<file path="src/temp_fixed_to_ascii_top_macros.svh">
// Assertion macros shared by the RTL files that check their own logic.
`ifndef TEMP_FIXED_TO_ASCII_TOP_MACROS_SVH
`define TEMP_FIXED_TO_ASCII_TOP_MACROS_SVH

// Checked only while out of reset.
`define TFA_ASSERT(lbl, prop, msg) \
	lbl: assert property (@(posedge clk) disable iff (!arst_n) prop) else $error(msg);

// Checked on every edge, reset included.
`define TFA_ASSERT_ALWAYS(lbl, prop, msg) \
	lbl: assert property (@(posedge clk) prop) else $error(msg);

`endif

</file>
<file path="src/tfa_pkg.sv">
package tfa_pkg;

	localparam int TEMP_W = 16;
	localparam int CHAR_W = 8;
	localparam int WHOLE_W = 8;
	localparam int TXT_LEN = 7;
	localparam int IDX_W = 3;

	// Reading layout
	localparam logic [TEMP_W-1:0] NEG_MASK  = 16'hf800;
	localparam logic [TEMP_W-1:0] INT_MASK  = 16'h0ff0;
	localparam logic [TEMP_W-1:0] FRAC_MASK = 16'h000f;

	// Character codes
	localparam logic [CHAR_W-1:0] CH_PLUS  = 8'h2b;
	localparam logic [CHAR_W-1:0] CH_MINUS = 8'h2d;
	localparam logic [CHAR_W-1:0] CH_DOT   = 8'h2e;
	localparam logic [CHAR_W-1:0] CH_ZERO  = 8'h30;

	// Fraction text for quarter steps: "00", "25", "50", "75"
	localparam logic [CHAR_W-1:0] FRAC_HI [4] = '{8'h30, 8'h32, 8'h35, 8'h37};
	localparam logic [CHAR_W-1:0] FRAC_LO [4] = '{8'h30, 8'h35, 8'h30, 8'h35};

	// Finished text of one reading, left aligned, with the index of its last character
	typedef struct packed {
		logic [TXT_LEN-1:0][CHAR_W-1:0] chars;
		logic [IDX_W-1:0]               last_idx;
	} tfa_txt_t;

endpackage

</file>
<file path="src/tfa_ifs.sv">
// Reading channel
interface tfa_temp_if;
	logic                              valid;
	logic                              ready;
	logic signed [tfa_pkg::TEMP_W-1:0] temp_raw;

	modport source (output valid, output temp_raw, input ready);
	modport sink   (input valid, input temp_raw, output ready);
endinterface

// Character channel
interface tfa_char_if;
	logic                       valid;
	logic                       ready;
	logic [tfa_pkg::CHAR_W-1:0] char_code;
	logic                       last_char;

	modport source (output valid, output char_code, output last_char, input ready);
	modport sink   (input valid, input char_code, input last_char, output ready);
endinterface

</file>
<file path="src/temp_fixed_to_ascii_top.sv">
// Temperature reading to ASCII text.
// temp_in carries one signed reading in 1/16 degree units per transaction.
// char_out carries the text one character per transaction: sign, one to
// three integer digits, '.', two fraction digits; last_char marks the final
// character of each reading, so a reading gives 5 to 7 transactions.
// A reading is registered in digit stages 1, 2 and 3 and then loaded into the
// serialiser's text buffer, from which its first character is output.
// Throughput: one character per cycle at the output while the receiver holds
// ready high, set by the character serialiser; the three-stage digit pipeline
// in front accepts a new reading every cycle while it has room, and the next
// text is loaded in the cycle its predecessor's last character is taken.
// Reset clears all valid bits: nothing is output until a reading arrives.
// When the receiver holds ready low the current character holds, the
// pipeline fills up behind it and temp_in.ready drops; nothing is lost or
// repeated.
module temp_fixed_to_ascii_top (
	input  logic       clk,
	input  logic       arst_n,
	tfa_temp_if.sink   temp_in,
	tfa_char_if.source char_out
);
	import tfa_pkg::*;

	tfa_txt_t txt;
	logic     txt_valid;
	logic     txt_ready;

	tfa_digits u_digits (
		.clk       (clk),
		.arst_n    (arst_n),
		.temp_in   (temp_in),
		.txt       (txt),
		.txt_valid (txt_valid),
		.txt_ready (txt_ready)
	);

	tfa_serial u_serial (
		.clk       (clk),
		.arst_n    (arst_n),
		.txt       (txt),
		.txt_valid (txt_valid),
		.txt_ready (txt_ready),
		.char_out  (char_out)
	);
endmodule

</file>
<file path="src/tfa_digits.sv">
`include "temp_fixed_to_ascii_top_macros.svh"

module tfa_digits (
	input  logic              clk,
	input  logic              arst_n,
	tfa_temp_if.sink          temp_in,
	output tfa_pkg::tfa_txt_t txt,
	output logic              txt_valid,
	input  logic              txt_ready
);
	import tfa_pkg::*;

	logic v_s1, v_s2, v_s3;
	logic rdy_s1, rdy_s2, rdy_s3;

	logic               neg_s1;
	logic [WHOLE_W-1:0] whole_s1;
	logic [1:0]         fsel_s1;

	logic       neg_s2;
	logic [1:0] hund_s2;
	logic [6:0] rem_s2;
	logic [1:0] fsel_s2;

	tfa_txt_t txt_s3;

	// Stall chain: a stage takes new data when empty or when it drains
	assign rdy_s3 = !v_s3 || txt_ready;
	assign rdy_s2 = !v_s2 || rdy_s3;
	assign rdy_s1 = !v_s1 || rdy_s2;
	assign temp_in.ready = rdy_s1;

	// Stage 1: sign test, negation, field split
	logic [TEMP_W-1:0] raw_u, mag;
	logic              neg_c;
	always_comb begin
		raw_u = TEMP_W'(temp_in.temp_raw);
		neg_c = (raw_u & NEG_MASK) != '0;
		mag   = neg_c ? (~raw_u + TEMP_W'(1)) : raw_u;
	end

	always_ff @(posedge clk or negedge arst_n) begin
		if (!arst_n) begin
			v_s1 <= 1'b0;
		end else if (rdy_s1) begin
			v_s1 <= temp_in.valid;
		end
	end

	always_ff @(posedge clk) begin
		if (rdy_s1 && temp_in.valid) begin
			neg_s1   <= neg_c;
			whole_s1 <= WHOLE_W'((mag & INT_MASK) >> 4);
			fsel_s1  <= 2'(((mag & FRAC_MASK) >> 2));
		end
	end

	// Stage 2: hundreds digit by two compares, remainder below 100
	logic [1:0] hund_c;
	logic [6:0] rem_c;
	always_comb begin
		if (whole_s1 >= WHOLE_W'(200)) begin
			hund_c = 2'd2;
			rem_c  = 7'(whole_s1 - WHOLE_W'(200));
		end else if (whole_s1 >= WHOLE_W'(100)) begin
			hund_c = 2'd1;
			rem_c  = 7'(whole_s1 - WHOLE_W'(100));
		end else begin
			hund_c = 2'd0;
			rem_c  = 7'(whole_s1);
		end
	end

	always_ff @(posedge clk or negedge arst_n) begin
		if (!arst_n) begin
			v_s2 <= 1'b0;
		end else if (rdy_s2) begin
			v_s2 <= v_s1;
		end
	end

	always_ff @(posedge clk) begin
		if (rdy_s2 && v_s1) begin
			neg_s2  <= neg_s1;
			hund_s2 <= hund_c;
			rem_s2  <= rem_c;
			fsel_s2 <= fsel_s1;
		end
	end

	// Stage 3: tens by reciprocal multiply (x205 >> 11 is exact below 180), then text
	logic [14:0]       prod;
	logic [3:0]        tens_c, units_c;
	logic [6:0]        units_w;
	logic              show_h, show_t;
	tfa_txt_t          txt_c;
	logic [CHAR_W-1:0] h_ch, t_ch, u_ch, fh_ch, fl_ch;
	always_comb begin
		prod    = 15'(rem_s2) * 15'd205;
		tens_c  = prod[14:11];
		units_w = rem_s2 - 7'(7'(tens_c) * 7'd10);
		units_c = units_w[3:0];
		show_h  = hund_s2 != 2'd0;
		show_t  = show_h || (tens_c != 4'd0);
		h_ch    = CH_ZERO + CHAR_W'(hund_s2);
		t_ch    = CH_ZERO + CHAR_W'(tens_c);
		u_ch    = CH_ZERO + CHAR_W'(units_c);
		fh_ch   = FRAC_HI[fsel_s2];
		fl_ch   = FRAC_LO[fsel_s2];
		txt_c   = '0;
		txt_c.chars[0] = neg_s2 ? CH_MINUS : CH_PLUS;
		if (show_h) begin
			txt_c.chars[1] = h_ch;
			txt_c.chars[2] = t_ch;
			txt_c.chars[3] = u_ch;
			txt_c.chars[4] = CH_DOT;
			txt_c.chars[5] = fh_ch;
			txt_c.chars[6] = fl_ch;
			txt_c.last_idx = IDX_W'(6);
		end else if (show_t) begin
			txt_c.chars[1] = t_ch;
			txt_c.chars[2] = u_ch;
			txt_c.chars[3] = CH_DOT;
			txt_c.chars[4] = fh_ch;
			txt_c.chars[5] = fl_ch;
			txt_c.last_idx = IDX_W'(5);
		end else begin
			txt_c.chars[1] = u_ch;
			txt_c.chars[2] = CH_DOT;
			txt_c.chars[3] = fh_ch;
			txt_c.chars[4] = fl_ch;
			txt_c.last_idx = IDX_W'(4);
		end
	end

	always_ff @(posedge clk or negedge arst_n) begin
		if (!arst_n) begin
			v_s3 <= 1'b0;
		end else if (rdy_s3) begin
			v_s3 <= v_s2;
		end
	end

	always_ff @(posedge clk) begin
		if (rdy_s3 && v_s2) begin
			txt_s3 <= txt_c;
		end
	end

	assign txt       = txt_s3;
	assign txt_valid = v_s3;

	// Checks
	`TFA_ASSERT(a_s3_hold, v_s3 && !txt_ready |=> v_s3 && $stable(txt_s3), "stage 3 lost data on stall")
	`TFA_ASSERT(a_hund_range, v_s2 |-> hund_s2 != 2'd3, "hundreds digit out of range")
	`TFA_ASSERT(a_len_range, v_s3 |-> (txt_s3.last_idx == IDX_W'(4) || txt_s3.last_idx == IDX_W'(5) || txt_s3.last_idx == IDX_W'(6)), "bad text length")
endmodule

</file>
<file path="src/tfa_serial.sv">
`include "temp_fixed_to_ascii_top_macros.svh"

module tfa_serial (
	input  logic              clk,
	input  logic              arst_n,
	input  tfa_pkg::tfa_txt_t txt,
	input  logic              txt_valid,
	output logic              txt_ready,
	tfa_char_if.source        char_out
);
	import tfa_pkg::*;

	logic                           busy_q;
	logic [IDX_W-1:0]               idx_q;
	logic [IDX_W-1:0]               last_q;
	logic [TXT_LEN-1:0][CHAR_W-1:0] buf_q;

	logic at_last, out_acc, load;

	assign at_last   = idx_q == last_q;
	assign out_acc   = busy_q && char_out.ready;
	// Next text loads as soon as the final character of the current one goes out
	assign txt_ready = !busy_q || (out_acc && at_last);
	assign load      = txt_valid && txt_ready;

	// Character pointer and occupancy
	always_ff @(posedge clk or negedge arst_n) begin
		if (!arst_n) begin
			busy_q <= 1'b0;
			idx_q  <= '0;
		end else if (load) begin
			busy_q <= 1'b1;
			idx_q  <= '0;
		end else if (out_acc) begin
			if (at_last) begin
				busy_q <= 1'b0;
			end else begin
				idx_q <= idx_q + IDX_W'(1);
			end
		end
	end

	// Text buffer
	always_ff @(posedge clk) begin
		if (load) begin
			buf_q  <= txt.chars;
			last_q <= txt.last_idx;
		end
	end

	assign char_out.valid     = busy_q;
	assign char_out.char_code = buf_q[idx_q];
	assign char_out.last_char = at_last;

	// Checks
	`TFA_ASSERT(a_idx_bound, busy_q |-> idx_q <= last_q, "character pointer past end of text")
	`TFA_ASSERT(a_stall_hold, busy_q && !char_out.ready |=> busy_q && $stable(idx_q), "pointer moved on stall")
	`TFA_ASSERT(a_drain, out_acc && at_last && !txt_valid |=> !busy_q, "serialiser stayed busy after last character")
	`TFA_ASSERT_ALWAYS(a_reset_idle, !arst_n |-> !busy_q, "serialiser busy in reset")
endmodule

</file>
<file path="src/flat_wrapper.sv">
// flat-port wrapper written by rule: the top's interface ports become plain ports
module temp_fixed_to_ascii_top_flat import tfa_pkg::*;
  (clk, arst_n, temp_in_valid, temp_in_temp_raw, temp_in_ready, char_out_valid, char_out_char_code, char_out_last_char, char_out_ready);
  tfa_temp_if temp_in_i ();
  tfa_char_if char_out_i ();
  input  logic clk;
  input  logic arst_n;
  input wire logic [$bits(temp_in_i.valid)-1:0] temp_in_valid;
  input wire logic [$bits(temp_in_i.temp_raw)-1:0] temp_in_temp_raw;
  output wire logic [$bits(temp_in_i.ready)-1:0] temp_in_ready;
  output wire logic [$bits(char_out_i.valid)-1:0] char_out_valid;
  output wire logic [$bits(char_out_i.char_code)-1:0] char_out_char_code;
  output wire logic [$bits(char_out_i.last_char)-1:0] char_out_last_char;
  input wire logic [$bits(char_out_i.ready)-1:0] char_out_ready;
  assign temp_in_i.valid = temp_in_valid;
  assign temp_in_i.temp_raw = temp_in_temp_raw;
  assign temp_in_ready = temp_in_i.ready;
  assign char_out_valid = char_out_i.valid;
  assign char_out_char_code = char_out_i.char_code;
  assign char_out_last_char = char_out_i.last_char;
  assign char_out_i.ready = char_out_ready;
  temp_fixed_to_ascii_top u_core (.clk(clk), .arst_n(arst_n), .temp_in(temp_in_i), .char_out(char_out_i));
endmodule
</file>
<file path="config.mk">
export PLATFORM = sky130hd
export DESIGN_NAME = temp_fixed_to_ascii_top_flat
export DESIGN_NICKNAME = d
export VERILOG_FILES = /design/src/tfa_pkg.sv /design/src/tfa_ifs.sv /design/src/temp_fixed_to_ascii_top.sv /design/src/tfa_digits.sv /design/src/tfa_serial.sv /design/src/flat_wrapper.sv
export VERILOG_INCLUDE_DIRS = /design/src /design/src/src
export SDC_FILE = /design/constraint.sdc
export NUM_CORES = 1
export LEC_CHECK = 0
export ABC_AREA = 1
export BUFFER_PORTS_ARGS = -buffer_cell sky130_fd_sc_hd__buf_2
export CAP_MARGIN = 30
export CELL_PAD_IN_SITES_DETAIL_PLACEMENT = 2
export CELL_PAD_IN_SITES_GLOBAL_PLACEMENT = 2
export CORE_MARGIN = 3
export CORE_UTILIZATION = 42
export CTS_CLUSTER_SIZE = 24
export DETAILED_ROUTE_END_ITERATION = 12
export PLACE_DENSITY_LB_ADDON = 0.1
export SLEW_MARGIN = 20
export SYNTH_ARGS = -nofsm -noshare
export SYNTH_HDL_FRONTEND = slang
export SYNTH_HIERARCHICAL = 1
export SYNTH_SLANG_ARGS = --single-unit
</file>
<file path="constraint.sdc">
create_clock -name clk -period 6 [get_ports clk]
set_clock_uncertainty 0.2 [all_clocks]
set_input_delay 0.6 -clock clk [delete_from_list [all_inputs] [get_ports clk]]
set_output_delay 0.6 -clock clk [all_outputs]
set_load 0.01 [all_outputs]
</file>
Yosys cells after proc, flatten, opt, wreduce, memory -nomap -nowiden. Index checks and enable logic that the tools add are counted.

Add/sub/neg operators: 8. Reductions and logical operators: 22. Mux-type cells: 23. Bitwise logic cells: 2. Multiply operators: 2. Equal/unequal tests: 2. $lt $le $gt $ge: 4.

Operator list (number): 2-to-1 mux 8 bit (6); 2-to-1 mux 40 bit (1); binary-select mux 8 bit (select 2 bit) (2); 2-to-1 mux 32 bit (1); binary-select mux 8 bit (select 3 bit) (1); nonzero test 16 bit (1); multiplier 7 x 8 -> 15 bit, second input constant (1); adder 6 x 4 -> 7 bit, first input constant (2); 2-to-1 mux 7 bit (2); subtractor 7 bit, second input constant (2); adder 12 x 1 -> 12 bit, second input constant (1); 2-to-1 mux 12 bit (1); 2-to-1 mux 3 bit (4); NOT 12 bit (1); greater-or-equal comparator 8 x 7 -> 1 bit, second input constant (1); greater-or-equal comparator 8 bit, second input constant (1); adder 6 x 2 -> 7 bit, first input constant (1); logical AND 1 bit (6); nonzero test 2 bit (3); logical OR 1 bit (5); 2-to-1 mux 1 bit (5); zero test 1 bit (4); less-than comparator 3 x 4 -> 1 bit, second input constant (1); multiplier 4 x 3 -> 3 bit, second input constant (1); other kinds (8) (9).

Bits in registers: 148. Output and inout port bits: 11.

Depth between registers and ports, before layout.
Depth in word-level cells: 7. Gate-level depth with buffers: 23. Depth with buffers taken out: 23.

By module. Netlist, hierarchy kept.

Modules (own cells, without submodules): tfa_digits (area each 3751.1 sq um, cells an instance 401, instances 1); tfa_serial (area each 2551.2 sq um, cells an instance 204, instances 1).

Worst setup path before layout. No wires, ideal clock.

Path type: register to register. Start point: register u_core.u_digits.rem_s2[4]. End point: register u_core.u_digits.txt_s3 (netlist bit u_core/u_digits/txt[30]) (data pin). Period minus slack after synthesis: 4364 ps. Required time: 5543 ps. Cell stages (with the launch flop): 22. Setup slack: 1636 ps. Path buffers: 0. Arrival: 3907 ps. Cells stage by stage: edfxtp_1 ha_1 ha_1 fa_1 inv_1 fa_1 inv_1 ha_1 nand2_1 inv_1 nand2_1 nand2_1 nand2_2 nand3_2 nand2_4 inv_1 ha_1 fa_1 xor2_1 nand3_1 nand2_1 o21ai_1.

RTL lines: from (decl) (line tfa_digits.sv:22) `logic [6:0] rem_s2;`; from (signal assigned) (line tfa_digits.sv:86) `rem_s2 <= rem_c;`; to (signal assigned) (line tfa_digits.sv:146) `txt_s3 <= txt_c;`; to (decl) (line tfa_digits.sv:25) `tfa_txt_t txt_s3;`.

==> flow_summary.yaml <==
clock_tree:
  cts_setup_buffers: 0
  clk_latency_ps: 420
  cts_sinks: 115
  cts_buffers: 17
  htree_num_levels: 4
  cts_tree: "yes"
  clkTransAtPathRegs_ps: 60
  ctsLongestPathBuffers: 2
  root_buffer: "clkbuf_16"
final_layout:
  drive_gt1_share_pct: 15.4
  final_common_cell: "nand2_1"
  area_delta_synth_final_pct: 13.4
  diodes: 0
  fill_cells: 1514
  fin_area_sq_um: 7150
  nNetsFinal: 711
  final_cell_mix: "nand2_1, edfxtp_1, inv_1"
synthesis:
  syn_area_per_cell_sq_um: 10.4
  syn-cell-area_sq_um: 6300
  synthArstFlopShare_pct: 6.09
  ys_seq_area_share_pct: 54.2
  synth_flop_cell: "edfxtp_1"
  synth_cell_types: 39
  synth_cells: 605
  yosys_register_bits: 115
  synth_edf_count: 108
  yosysWarnings: 6
place:
  dp_hpwl_um: 10700
  place_congestion: 0.795
  port_buffers: 30
  placed_area_sq_um: 6490
floorplanning:
  dieWidth_um: 128
  start_util_pct: 43.2
  ios: 31
  chipHeight_um: 128
  die-area_sq_um: 16500
  rows: 44
  core_sq_um: 14600
setup_path:
  cp-end-kind: "flip-flop"
  critical_path_class: "reg -> reg"
  critPathMaxFanout: 7
  critical_path_required_ps: 5960
  crit_path_start_kind: "flip-flop"
  arrival_ps: 4810
global_route:
  antenna_found_initial: 0
  grt_usage_pct: 21.1
  overflow: 0
  grt_pass1_wl_um: 26200
  grt_start_max_net_pins: 37
  grt_pass1_vias: 4837
sta:
  tightest_slew_ps: 739
  fmax_mhz: 206
  fin_tns_setup_ps: 0
  finalCriticalPeriod_ps: 4850
  period_share_pct: 80.8
  rsz0062_at_grt: "no"
  hold_viol_final: 0
  finalSetupViolCount: 0
  relSlewSlack_pct: 50.6
  drv_slew: 0
outcome:
  status: "complete, no violations"
drt:
  via_count: 4267
  drt_first_pass_iters: 4
  drt_wl_total_um: 16200
  viasPerCell: 5.09
  drt_iter0_markers: 162
  ant_nets: 0
  drc: 0
  wl_per_cell_um: 19.3
job:
  maxCapViolCount: 0
hold_path:
  hold_class: "in -> reg"
worst max-delay path, stage by stage (launching register included):
cell      delay, ps
edfxtp_1        460
ha_1            340
ha_1            310
fa_1            510
inv_1            50
fa_1            500
inv_1            40
ha_1            330
nand2_1         100
inv_1            50
nand2_1          70
nand2_1          70
nand2_2          80
nand3_2         110
nand2_4         140
inv_1            60
ha_1            180
fa_1            380
xor2_1          270
nand3_1         130
nand2_1         120
o21ai_1          80
stage by stage:
stage / utilization, % / hold WS (ps) / instances / setup slack (ps)
after global placement: 44.5 / 201 / 805 / 1410
after global routing: 49.0 / 225 / 839 / 912
after detailed placement: 44.5 / 207 / 805 / 1180
final: 49.0 / 206 / 839 / 1150
after CTS: 48.9 / 190 / 838 / 1070
after floorplan: - / 104 / 630 / 1640
state kept, by name (all words and copies together), names as in the netlist, 2 cells and up:
register                  flops
u_core/u_digits/fsel_s1       2
u_core/u_digits/fsel_s2       2
u_core/u_digits/hund_s2       2
u_core/u_digits/rem_s2        7
u_core/u_digits/txt          26
u_core/u_digits/whole_s1      8
u_core/u_serial/buf_q        56
u_core/u_serial/idx_q         3
u_core/u_serial/last_q        3
repair_timing:
action | 4_1_cts | 5_1_grt
hold endpoints to repair | 7 | 0
resized for setup | 0 | 0
hold buffers | 1 | 0
kinds of logic (layout without fill, tap and decap cells):
logic type / count (synthesis) / in the layout / synth area share [%]
AND/OR/NAND/NOR: 223 / 223 / 15.6
flip-flops: 115 / 115 / 54.2
other: 2 / 27 / 0.119
buffers and inverters: 127 / 152 / 10.3
XOR/XNOR: 16 / 16 / 2.34
AO/OA/AOI/OAI: 73 / 73 / 6.65
adder cells (fa/ha/maj): 49 / 49 / 10.8
synthesized netlist by cell type, drive strengths merged (7+ instances only):
cell type    n  area share, %
edfxtp     108             51
nand3       16            1.5
nand4       10           0.99
a21oi       12            1.0
fa           9            2.9
nor2        54            3.6
inv         85            5.1
ha          40            7.9
buf         41            5.0
o22ai       11            1.3
dfrtp        7            2.8
o21ai       45            3.8
nand2      138            8.9
xor2        14            1.9
path summary, 6_finish.rpt:
kind	start	to	slack [ps]	cells after the start
max	u_core/u_digits/rem_s2[4]	u_core/u_digits/txt[30]	1150	21
min	temp_in_valid	u_core/u_digits/v_s1	210	3
max reg2reg	u_core/u_digits/rem_s2[4]	u_core/u_digits/txt[30]	1150	21
min reg2reg	u_core/u_digits/txt[13]	u_core/u_serial/buf_q[10]	220	0
max in group asynchronous	arst_n	u_core/u_digits/v_s1	5040	2
min in group asynchronous	arst_n	u_core/u_digits/v_s2	390	2
metal layers:
metal  global-route usage, %  vias up  share of wire [%]
li1                        -     2033                  -
met1                    22.6     2172                 39
met2                    41.0       45                 57
met3                    3.94       17                2.0
met4                    7.78        0                1.7
met5                       0        -                  0
area by class of cell:
cell class	instances	area, sq um	share of cell area (%)
Clock buffer	22	464	6.49
Clock inverter	10	180	2.52
Inverter	85	324	4.53
Multi-Input combinational cell	388	2340	32.7
Sequential cell	115	3420	47.8
Tap cell	184	230	3.22
Timing Repair Buffer	35	190	2.66
Power is left out: the tool's default activity adds up to more than one toggle a clock period on the data nets, which glitch-free logic cannot reach.
